**config.mk**
```make
export PLATFORM = sky130hd
export DESIGN_NAME = aes_key_sched
export DESIGN_NICKNAME = d
export VERILOG_FILES = /design/src/hdl/aes_pkg.sv /design/src/hdl/aes_key_sched.sv
export SDC_FILE = /design/constraint.sdc
export NUM_CORES = 2
export LEC_CHECK = 0
export ABC_CLOCK_PERIOD_IN_PS = 6800
export CORE_MARGIN = 4
export CORE_UTILIZATION = 50
export CTS_BUF_LIST = sky130_fd_sc_hd__clkbuf_8 sky130_fd_sc_hd__clkbuf_16
export CTS_CLUSTER_DIAMETER = 100
export CTS_CLUSTER_SIZE = 40
export DETAILED_ROUTE_END_ITERATION = 7
export DONT_BUFFER_PORTS = 1
export HOLD_SLACK_MARGIN = 0.1
export PLACE_DENSITY = 0.72
export SLEW_MARGIN = 15
export SYNTH_ARGS = -nofsm -noshare
export SYNTH_HDL_FRONTEND = slang
export SYNTH_SLANG_ARGS = --single-unit
```
**constraint.sdc**
```tcl
create_clock -name aclk -period 6.8 [get_ports aclk]
set_clock_uncertainty 0.2 [all_clocks]
set_input_delay 1.7 -clock aclk [delete_from_list [all_inputs] [get_ports aclk]]
set_output_delay 1.7 -clock aclk [all_outputs]
set_load 0.005 [all_outputs]
```
**src/hdl/aes_pkg.sv**
```systemverilog
// aes-128 shared constants and byte functions
`timescale 1ns / 1ps
`default_nettype none
package aes_pkg;

    localparam int KEY_WORDS = 4;
    localparam int RCON_INIT = 8'h01;

    // round operation codes for the round unit
    typedef enum logic [1:0] {
        OP_ADD_ONLY  = 2'd0,
        OP_FULL      = 2'd1,
        OP_LAST      = 2'd2
    } round_op_t;

    // multiply by two in gf(2^8) under 0x11b
    function automatic logic [7:0] xtime(input logic [7:0] a);
        xtime = {a[6:0], 1'b0} ^ (a[7] ? 8'h1b : 8'h00);
    endfunction

    // small constant multiplies built from xtime
    function automatic logic [7:0] gmul(input logic [7:0] a, input logic [3:0] b);
        logic [7:0] x2, x4, x8;
        x2 = xtime(a);
        x4 = xtime(x2);
        x8 = xtime(x4);
        gmul = (b[0] ? a : 8'h00) ^ (b[1] ? x2 : 8'h00) ^
               (b[2] ? x4 : 8'h00) ^ (b[3] ? x8 : 8'h00);
    endfunction

    // forward s-box, constant table
    function automatic logic [7:0] sbox(input logic [7:0] x);
        logic [7:0] t [256];
        t = '{
        8'h63,8'h7c,8'h77,8'h7b,8'hf2,8'h6b,8'h6f,8'hc5,8'h30,8'h01,8'h67,8'h2b,8'hfe,8'hd7,8'hab,8'h76,
        8'hca,8'h82,8'hc9,8'h7d,8'hfa,8'h59,8'h47,8'hf0,8'had,8'hd4,8'ha2,8'haf,8'h9c,8'ha4,8'h72,8'hc0,
        8'hb7,8'hfd,8'h93,8'h26,8'h36,8'h3f,8'hf7,8'hcc,8'h34,8'ha5,8'he5,8'hf1,8'h71,8'hd8,8'h31,8'h15,
        8'h04,8'hc7,8'h23,8'hc3,8'h18,8'h96,8'h05,8'h9a,8'h07,8'h12,8'h80,8'he2,8'heb,8'h27,8'hb2,8'h75,
        8'h09,8'h83,8'h2c,8'h1a,8'h1b,8'h6e,8'h5a,8'ha0,8'h52,8'h3b,8'hd6,8'hb3,8'h29,8'he3,8'h2f,8'h84,
        8'h53,8'hd1,8'h00,8'hed,8'h20,8'hfc,8'hb1,8'h5b,8'h6a,8'hcb,8'hbe,8'h39,8'h4a,8'h4c,8'h58,8'hcf,
        8'hd0,8'hef,8'haa,8'hfb,8'h43,8'h4d,8'h33,8'h85,8'h45,8'hf9,8'h02,8'h7f,8'h50,8'h3c,8'h9f,8'ha8,
        8'h51,8'ha3,8'h40,8'h8f,8'h92,8'h9d,8'h38,8'hf5,8'hbc,8'hb6,8'hda,8'h21,8'h10,8'hff,8'hf3,8'hd2,
        8'hcd,8'h0c,8'h13,8'hec,8'h5f,8'h97,8'h44,8'h17,8'hc4,8'ha7,8'h7e,8'h3d,8'h64,8'h5d,8'h19,8'h73,
        8'h60,8'h81,8'h4f,8'hdc,8'h22,8'h2a,8'h90,8'h88,8'h46,8'hee,8'hb8,8'h14,8'hde,8'h5e,8'h0b,8'hdb,
        8'he0,8'h32,8'h3a,8'h0a,8'h49,8'h06,8'h24,8'h5c,8'hc2,8'hd3,8'hac,8'h62,8'h91,8'h95,8'he4,8'h79,
        8'he7,8'hc8,8'h37,8'h6d,8'h8d,8'hd5,8'h4e,8'ha9,8'h6c,8'h56,8'hf4,8'hea,8'h65,8'h7a,8'hae,8'h08,
        8'hba,8'h78,8'h25,8'h2e,8'h1c,8'ha6,8'hb4,8'hc6,8'he8,8'hdd,8'h74,8'h1f,8'h4b,8'hbd,8'h8b,8'h8a,
        8'h70,8'h3e,8'hb5,8'h66,8'h48,8'h03,8'hf6,8'h0e,8'h61,8'h35,8'h57,8'hb9,8'h86,8'hc1,8'h1d,8'h9e,
        8'he1,8'hf8,8'h98,8'h11,8'h69,8'hd9,8'h8e,8'h94,8'h9b,8'h1e,8'h87,8'he9,8'hce,8'h55,8'h28,8'hdf,
        8'h8c,8'ha1,8'h89,8'h0d,8'hbf,8'he6,8'h42,8'h68,8'h41,8'h99,8'h2d,8'h0f,8'hb0,8'h54,8'hbb,8'h16};
        sbox = t[x];
    endfunction

    // inverse s-box, constant table
    function automatic logic [7:0] inv_sbox(input logic [7:0] x);
        logic [7:0] t [256];
        t = '{
        8'h52,8'h09,8'h6a,8'hd5,8'h30,8'h36,8'ha5,8'h38,8'hbf,8'h40,8'ha3,8'h9e,8'h81,8'hf3,8'hd7,8'hfb,
        8'h7c,8'he3,8'h39,8'h82,8'h9b,8'h2f,8'hff,8'h87,8'h34,8'h8e,8'h43,8'h44,8'hc4,8'hde,8'he9,8'hcb,
        8'h54,8'h7b,8'h94,8'h32,8'ha6,8'hc2,8'h23,8'h3d,8'hee,8'h4c,8'h95,8'h0b,8'h42,8'hfa,8'hc3,8'h4e,
        8'h08,8'h2e,8'ha1,8'h66,8'h28,8'hd9,8'h24,8'hb2,8'h76,8'h5b,8'ha2,8'h49,8'h6d,8'h8b,8'hd1,8'h25,
        8'h72,8'hf8,8'hf6,8'h64,8'h86,8'h68,8'h98,8'h16,8'hd4,8'ha4,8'h5c,8'hcc,8'h5d,8'h65,8'hb6,8'h92,
        8'h6c,8'h70,8'h48,8'h50,8'hfd,8'hed,8'hb9,8'hda,8'h5e,8'h15,8'h46,8'h57,8'ha7,8'h8d,8'h9d,8'h84,
        8'h90,8'hd8,8'hab,8'h00,8'h8c,8'hbc,8'hd3,8'h0a,8'hf7,8'he4,8'h58,8'h05,8'hb8,8'hb3,8'h45,8'h06,
        8'hd0,8'h2c,8'h1e,8'h8f,8'hca,8'h3f,8'h0f,8'h02,8'hc1,8'haf,8'hbd,8'h03,8'h01,8'h13,8'h8a,8'h6b,
        8'h3a,8'h91,8'h11,8'h41,8'h4f,8'h67,8'hdc,8'hea,8'h97,8'hf2,8'hcf,8'hce,8'hf0,8'hb4,8'he6,8'h73,
        8'h96,8'hac,8'h74,8'h22,8'he7,8'had,8'h35,8'h85,8'he2,8'hf9,8'h37,8'he8,8'h1c,8'h75,8'hdf,8'h6e,
        8'h47,8'hf1,8'h1a,8'h71,8'h1d,8'h29,8'hc5,8'h89,8'h6f,8'hb7,8'h62,8'h0e,8'haa,8'h18,8'hbe,8'h1b,
        8'hfc,8'h56,8'h3e,8'h4b,8'hc6,8'hd2,8'h79,8'h20,8'h9a,8'hdb,8'hc0,8'hfe,8'h78,8'hcd,8'h5a,8'hf4,
        8'h1f,8'hdd,8'ha8,8'h33,8'h88,8'h07,8'hc7,8'h31,8'hb1,8'h12,8'h10,8'h59,8'h27,8'h80,8'hec,8'h5f,
        8'h60,8'h51,8'h7f,8'ha9,8'h19,8'hb5,8'h4a,8'h0d,8'h2d,8'he5,8'h7a,8'h9f,8'h93,8'hc9,8'h9c,8'hef,
        8'ha0,8'he0,8'h3b,8'h4d,8'hae,8'h2a,8'hf5,8'hb0,8'hc8,8'heb,8'hbb,8'h3c,8'h83,8'h53,8'h99,8'h61,
        8'h17,8'h2b,8'h04,8'h7e,8'hba,8'h77,8'hd6,8'h26,8'he1,8'h69,8'h14,8'h63,8'h55,8'h21,8'h0c,8'h7d};
        inv_sbox = t[x];
    endfunction

    // one column through mixcolumns or invmixcolumns
    function automatic logic [31:0] mix_col(input logic [31:0] c, input logic inverse);
        logic [7:0] a0, a1, a2, a3;
        a0 = c[31:24]; a1 = c[23:16]; a2 = c[15:8]; a3 = c[7:0];
        if (!inverse) begin
            mix_col = {gmul(a0, 4'd2) ^ gmul(a1, 4'd3) ^ a2 ^ a3,
                       a0 ^ gmul(a1, 4'd2) ^ gmul(a2, 4'd3) ^ a3,
                       a0 ^ a1 ^ gmul(a2, 4'd2) ^ gmul(a3, 4'd3),
                       gmul(a0, 4'd3) ^ a1 ^ a2 ^ gmul(a3, 4'd2)};
        end else begin
            mix_col = {gmul(a0, 4'hE) ^ gmul(a1, 4'hB) ^ gmul(a2, 4'hD) ^ gmul(a3, 4'h9),
                       gmul(a0, 4'h9) ^ gmul(a1, 4'hE) ^ gmul(a2, 4'hB) ^ gmul(a3, 4'hD),
                       gmul(a0, 4'hD) ^ gmul(a1, 4'h9) ^ gmul(a2, 4'hE) ^ gmul(a3, 4'hB),
                       gmul(a0, 4'hB) ^ gmul(a1, 4'hD) ^ gmul(a2, 4'h9) ^ gmul(a3, 4'hE)};
        end
    endfunction

endpackage
`default_nettype wire

```
**src/hdl/aes_key_sched.sv**
```systemverilog
// round key schedule: one word per cycle into a key memory
`timescale 1ns / 1ps
`default_nettype none
module aes_key_sched
    import aes_pkg::*;
#(
    parameter int ROUND_COUNT = 10
) (
    input  wire logic          aclk,
    input  wire logic          aresetn,
    input  wire logic          start,
    input  wire logic [127:0]  key,
    input  wire logic [$clog2(4*(ROUND_COUNT+1))-1:0] rd_addr,
    output logic [31:0]        rd_data,
    output logic               busy
);
    localparam int WORDS = 4 * (ROUND_COUNT + 1);
    localparam int AW = $clog2(WORDS);

    logic [31:0] mem [WORDS];
    logic [31:0] w_reg [KEY_WORDS];
    logic [AW:0] idx_reg;
    logic [7:0]  rcon_reg;
    logic        busy_reg;
    logic [31:0] t, nw;

    // next schedule word from the last four
    always_comb begin
        t = w_reg[3];
        if (idx_reg[1:0] == 2'd0) begin
            t = {sbox(t[23:16]), sbox(t[15:8]), sbox(t[7:0]), sbox(t[31:24])}
                ^ {rcon_reg, 24'h0};
        end
        nw = w_reg[0] ^ t;
    end

    // sequencer and memory write; the key words go in first, one per cycle
    always_ff @(posedge aclk) begin
        if (!aresetn) begin
            busy_reg <= 1'b0;
            idx_reg  <= '0;
            rcon_reg <= 8'(RCON_INIT);
        end else if (start) begin
            busy_reg <= 1'b1;
            idx_reg  <= '0;
            rcon_reg <= 8'(RCON_INIT);
            w_reg[0] <= key[127:96];
            w_reg[1] <= key[95:64];
            w_reg[2] <= key[63:32];
            w_reg[3] <= key[31:0];
        end else if (busy_reg) begin
            if (idx_reg < (AW+1)'(KEY_WORDS)) begin
                // rotate the key words through the write port
                mem[idx_reg[AW-1:0]] <= w_reg[0];
                w_reg[0] <= w_reg[1];
                w_reg[1] <= w_reg[2];
                w_reg[2] <= w_reg[3];
                w_reg[3] <= w_reg[0];
            end else begin
                mem[idx_reg[AW-1:0]] <= nw;
                w_reg[0] <= w_reg[1];
                w_reg[1] <= w_reg[2];
                w_reg[2] <= w_reg[3];
                w_reg[3] <= nw;
                if (idx_reg[1:0] == 2'd0) rcon_reg <= xtime(rcon_reg);
            end
            idx_reg <= idx_reg + 1'b1;
            if (idx_reg == (AW+1)'(WORDS - 1)) busy_reg <= 1'b0;
        end
    end

    // registered read port
    always_ff @(posedge aclk) begin
        rd_data <= mem[rd_addr];
    end

    assign busy = busy_reg;
endmodule
`default_nettype wire

```
After elaboration in Yosys (flattened, before gate mapping)
Memories as Yosys holds them, arrays and structs flattened. A register that Yosys moved wholly into a read port is not among the register bits.
Cells that the tools add are included.
Widths: inputs -> output; s select.
{"block": "word_totals", "rom_bits": 8192, "n_memories": 6, "regBits": 16, "out_inout_bits": 33, "mem_bits_rw": 1536, "inputBits": 137}
{"block": "op_classes", "n_reduce_logical": 3, "bitwise": 18, "magnitude_cmp": 5, "add_sub_neg": 1, "muxes": 35, "n_eq_ne": 1}
{"memory": "(no name shown)", "words": 256, "word_bits": 8, "rd": 1, "rd_clocked_by_memory_dff": 0, "write_ports": 0, "line": "aes_pkg.sv:51", "text": "sbox = t[x];"}
{"memory": "(no name shown)", "words": 256, "word_bits": 8, "rd": 1, "rd_clocked_by_memory_dff": 0, "write_ports": 0, "line": "aes_pkg.sv:51"}
{"memory": "(no name shown)", "words": 256, "word_bits": 8, "rd": 1, "rd_clocked_by_memory_dff": 0, "write_ports": 0, "line": "aes_pkg.sv:51"}
{"memory": "(no name shown)", "words": 256, "word_bits": 8, "rd": 1, "rd_clocked_by_memory_dff": 0, "write_ports": 0, "line": "aes_pkg.sv:51"}
{"memory": "mem", "words": 44, "word_bits": 32, "rd": 1, "rd_clocked_by_memory_dff": 1, "write_ports": 1, "line": "aes_key_sched.sv:20", "text": "logic [31:0] mem [WORDS];"}
{"memory": "w_reg", "words": 4, "word_bits": 32, "rd": 4, "rd_clocked_by_memory_dff": 0, "write_ports": 4, "line": "aes_key_sched.sv:21", "text": "logic [31:0] w_reg [KEY_WORDS];"}
{"op": "$mux 32", "n": 10}
{"op": "$mux 8", "n": 8}
{"op": "$xor 32x32->32", "n": 2}
{"op": "$ge 9x9->1 const B", "n": 4}
{"op": "$not 8->9", "n": 4}
{"op": "$mux 1", "n": 16}
{"op": "$or 1x1->1", "n": 9}
{"op": "$xor 8x5->8", "n": 1}
{"op": "$add 7x1->7 const B", "n": 1}
{"op": "$eq 7x6->1 const B", "n": 1}
{"op": "$lt 7x3->1 const B", "n": 1}
{"op": "$mux 5", "n": 1}
{"op": "$reduce_and 3->1", "n": 1}
{"op": "$logic_not 2->1", "n": 1}
{"op": "$not 1->1", "n": 2}
{"op": "$reduce_or 2->1", "n": 1}

Longest topological paths before layout
{"block": "depth", "ltp_word": 8, "mapped_depth": 16, "mapped_depth_nobuf": 11}

Worst setup path after synthesis
Ideal clock, no wire load.
{"block": "synth_timing", "path_type": "input-to-reg", "from": "in aresetn", "to": "mem mem[32][0], enable pin", "stages": 6, "required_ns": 6.098, "setup_ns": 0.502, "arrival_ns": 5.808, "path_buffers": 2, "slack_ns": 0.290, "path_cell_list": "nor2b_1 and2_1 clkbuf_1 clkbuf_1 nand3_1 nor4_1"}
{"block": "synth_between", "elab_chain_cells": 3}
{"element": "start: declaration", "line": "aes_key_sched.sv:10", "text": "input wire logic aresetn,"}
{"element": "$mux 1", "line": "aes_key_sched.sv:39", "text": "if (!aresetn) begin"}
{"element": "$mux 1, on equally long branches", "line": "aes_key_sched.sv:54, aes_key_sched.sv:60"}
{"element": "$or 1x1->1 (no line) *"}
{"element": "end: declaration", "line": "aes_key_sched.sv:20"}
Every way passes the cells marked *; elsewhere a longest branch is shown, timed or not.

==> metrics.yaml <==
core_area_mm2: 0.1498
cts_hold_buf: 0
clkTransAtPathRegs_ns: 0.14
reg2reg_to: "mem[34][18]$_DFFE_PP_"
rsz0062_at_grt: "no"
slew_viol_final: 191
timing.hold.ws_ns: 0.2978
tns_ns: 0
port_buffers: 0
synth-edff-count: 1536
synth_top_family_by_area: "multiplexers"
p_per_area_mw_per_mm2: 219.8
worst_setup_path_end_kind: "flop"
p_leak_nw: 25.16
dieHeight_um: 396.2
maxCapViolCount: 0
synth_area_leaders: "edfxtp_1, mux4_2, nand2_1"
worst_setup_path_start_kind: "flop"
dr.pass1.iters: 8
path_class: "flop to flop"
syn_nets: 5314
clkPwrFrac_pct: 25.4
switching_share_pct: 24.93
synth_fa_ha_area_share_pct: 1.030
yosysWarnings: 0
status: "finished with violations"
cts_tree: "yes"
die_area_mm2: 0.1569
largest_register_ffs: 1408
vias_per_cell: 6.878
ys_seq_elements: 1584
hp-class: "flop to flop"
dp_hpwl_um: 140400
layout-drive-gt1-share_pct: 17.24
areaGrowthSynthToFinish_pct: 5.541
pwr-share-seq_pct: 62.2
die_w_um: 396.2
regArea_mm2: 0.04709
fin_crit_sh_pct: 78.36
cp.arrival_ns: 5.53
synth_compound_area_share_pct: 9.223
p_total_mw: 17.48
grt_util_all_layers_pct: 28.14
synthSimpleGateAreaFrac_pct: 7.921
setup_violations: 0
overflow: 0
root_buffer: "clkbuf_16"
power_frac_comb_pct: 12.4
hold_viol: 0
vias: 47650
r2r-start: "w_reg[3][9]$_DFFE_PP_"
relSlewSlack_pct: -39.08
multi_input_area_mm2: 0.02670
netlist_area_mm2: 0.07533
crit_fanout: 44
rrSetupSlack_ns: 1.47
routabilityCongestion: 0.9836
synth_xor_xnor_area_share_pct: 0.8820
clock-sinks: 1584
grt_first_pass_wirelength_um: 325300
rows: 142
fmax_ghz: 0.1877
crit_required_ns: 7.00
synthArstFlopShare_pct: 0
synthMuxAreaShare_pct: 15.41
violations: "max-slew violations"
antenna_left: 0
grt_max_degree: 353
routed_wl_um: 224500
clk_path_buf_depth: 3
syn-mean-instance-area_um2: 14.73
drc: 0
yosysMostFrequentCell: "edfxtp_1"
cts_buffers: 51
grt_pass1_vias: 45560
clk_latency_ns: 0.75
fin_nets: 5062
fillers: 11950
yosysTopAreaCellShare_pct: 61.23
cts_resized: 0
first_iter_violations: 7654
htree_levels: 2
avgRoutedWirePerCell_um: 32.41
synth.largest_area_cell: "edfxtp_1"
crit_start: "w_reg[3][9]$_DFFE_PP_"
period_needed_ns: 5.329
cp-endpoint: "mem[34][18]$_DFFE_PP_"
post_cts_buffers: 0
ios: 170
worstRegToRegCells: 11
p_int_mw: 13.12
postSynthCellCount: 5115
seq_area_frac_synth_pct: 62.51
p_sw_mw: 4.358
tightest_slew_ns: 2.086
ys_top_cells_by_count: "edfxtp_1, nand2_1, mux4_2"
synth_flop_cell: "edfxtp_1"
grt_antenna_before_repair: 10
ys_types: 98
ir_drop_mv: 0.2090
initial_core_util_pct: 50.29
logic make-up (layout without fill, tap and decap cells):
family | Yosys count | count (layout)
AOI/OAI and AO/OA | 1033 | 1033
adders and majority gates | 62 | 62
other | 0 | 5
and+or+nand+nor | 1287 | 1287
DFF | 1584 | 1584
muxes | 574 | 574
buffers and inverters | 500 | 291
xor gates and xnor gates | 75 | 75
placed cells by master, fill, tap and decap left out, types with 27 or more instances in the layout:
cell / count
dfxtp_1: 48
nand3_1: 102
nand2b_1: 86
clkbuf_16: 52
nand2_1: 547
a31oi_1: 51
nor2_4: 40
buf_4: 139
a211oi_1: 49
mux4_2: 467
o31ai_1: 29
or2_2: 29
ha_1: 61
nor2b_1: 69
o211ai_1: 57
o21ai_0: 289
a21oi_1: 183
mux2i_1: 92
nor3_1: 80
a311oi_1: 41
nor2_1: 189
edfxtp_1: 1536
o311ai_0: 39
or3_1: 27
inv_1: 65
power by group through the flow:
stage                     combinational (mW)  clock, mW  sequential, mW
after detailed placement                2.09          0            11.1
after global placement                  2.10          0            11.1
final                                   2.17       4.43            10.9
after CTS                               2.09       4.50            10.9
after floorplan                         1.54          0            11.1
after global routing                    2.26       4.86            10.9
worst min path at each step:
stage,slack (ns),from,depth (start not counted),end
CTS,0.29,rcon_reg[1]$_SDFFE_PP0P_,2,rcon_reg[2]$_SDFFE_PP0P_
finish,0.30,rcon_reg[1]$_SDFFE_PP0P_,2,rcon_reg[2]$_SDFFE_PP0P_
detailed placement,0.28,rcon_reg[1]$_SDFFE_PP0P_,2,rcon_reg[2]$_SDFFE_PP0P_
global placement,0.27,rcon_reg[1]$_SDFFE_PP0P_,2,rcon_reg[2]$_SDFFE_PP0P_
global route,0.31,rcon_reg[1]$_SDFFE_PP0P_,2,rcon_reg[2]$_SDFFE_PP0P_
floorplan,0.25,rcon_reg[6]$_SDFFE_PP0P_,2,rcon_reg[7]$_SDFFE_PP0P_
per-stage QoR:
step	std cells	area (µm²)	utilization, %	setup WS (ns)
3_5_place_dp	6825	77700	51.88	1.568
4_1_cts	6921	79460	53.06	1.526
3_3_place_gp	6821	77610	51.82	1.608
6_report	6927	79500	53.08	1.472
5_1_grt	6924	79500	53.08	1.334
2_1_floorplan	5115	75330	-	0.2902
critical path, stage by stage (launching register included):
cell and delay, ns:
edfxtp_1 0.46, inv_1 0.38, ha_1 0.59, or2_2 0.55, a21oi_1 0.18, a211oi_1 0.06
o21ai_0 0.43, a21oi_1 0.26, a22oi_1 0.52, nor2_1 0.09, a211oi_1 0.47, xor2_4 0.78
area by class of cell:
class,instances,share of cell area [%]
flip-flops and latches,1584,59.22
multi-input cells,3031,33.58
well taps,2016,3.173
clock buffers,52,1.637
repair buffers,148,1.567
clock inverters,44,0.5791
inverters,47,0.2219
diodes,5,0.01574
routing by layer:
| layer | share of wire (%) | global-route usage [%] | vias to the layer above |
|---|---|---|---|
| li1 | - | - | 19650 |
| met1 | 39 | 40.27 | 24380 |
| met2 | 46 | 43.01 | 3010 |
| met3 | 10 | 4.896 | 601 |
| met4 | 5.3 | 12.03 | 10 |
| met5 | 0.025 | 0 | - |
(Power assumes the default switching activity.)
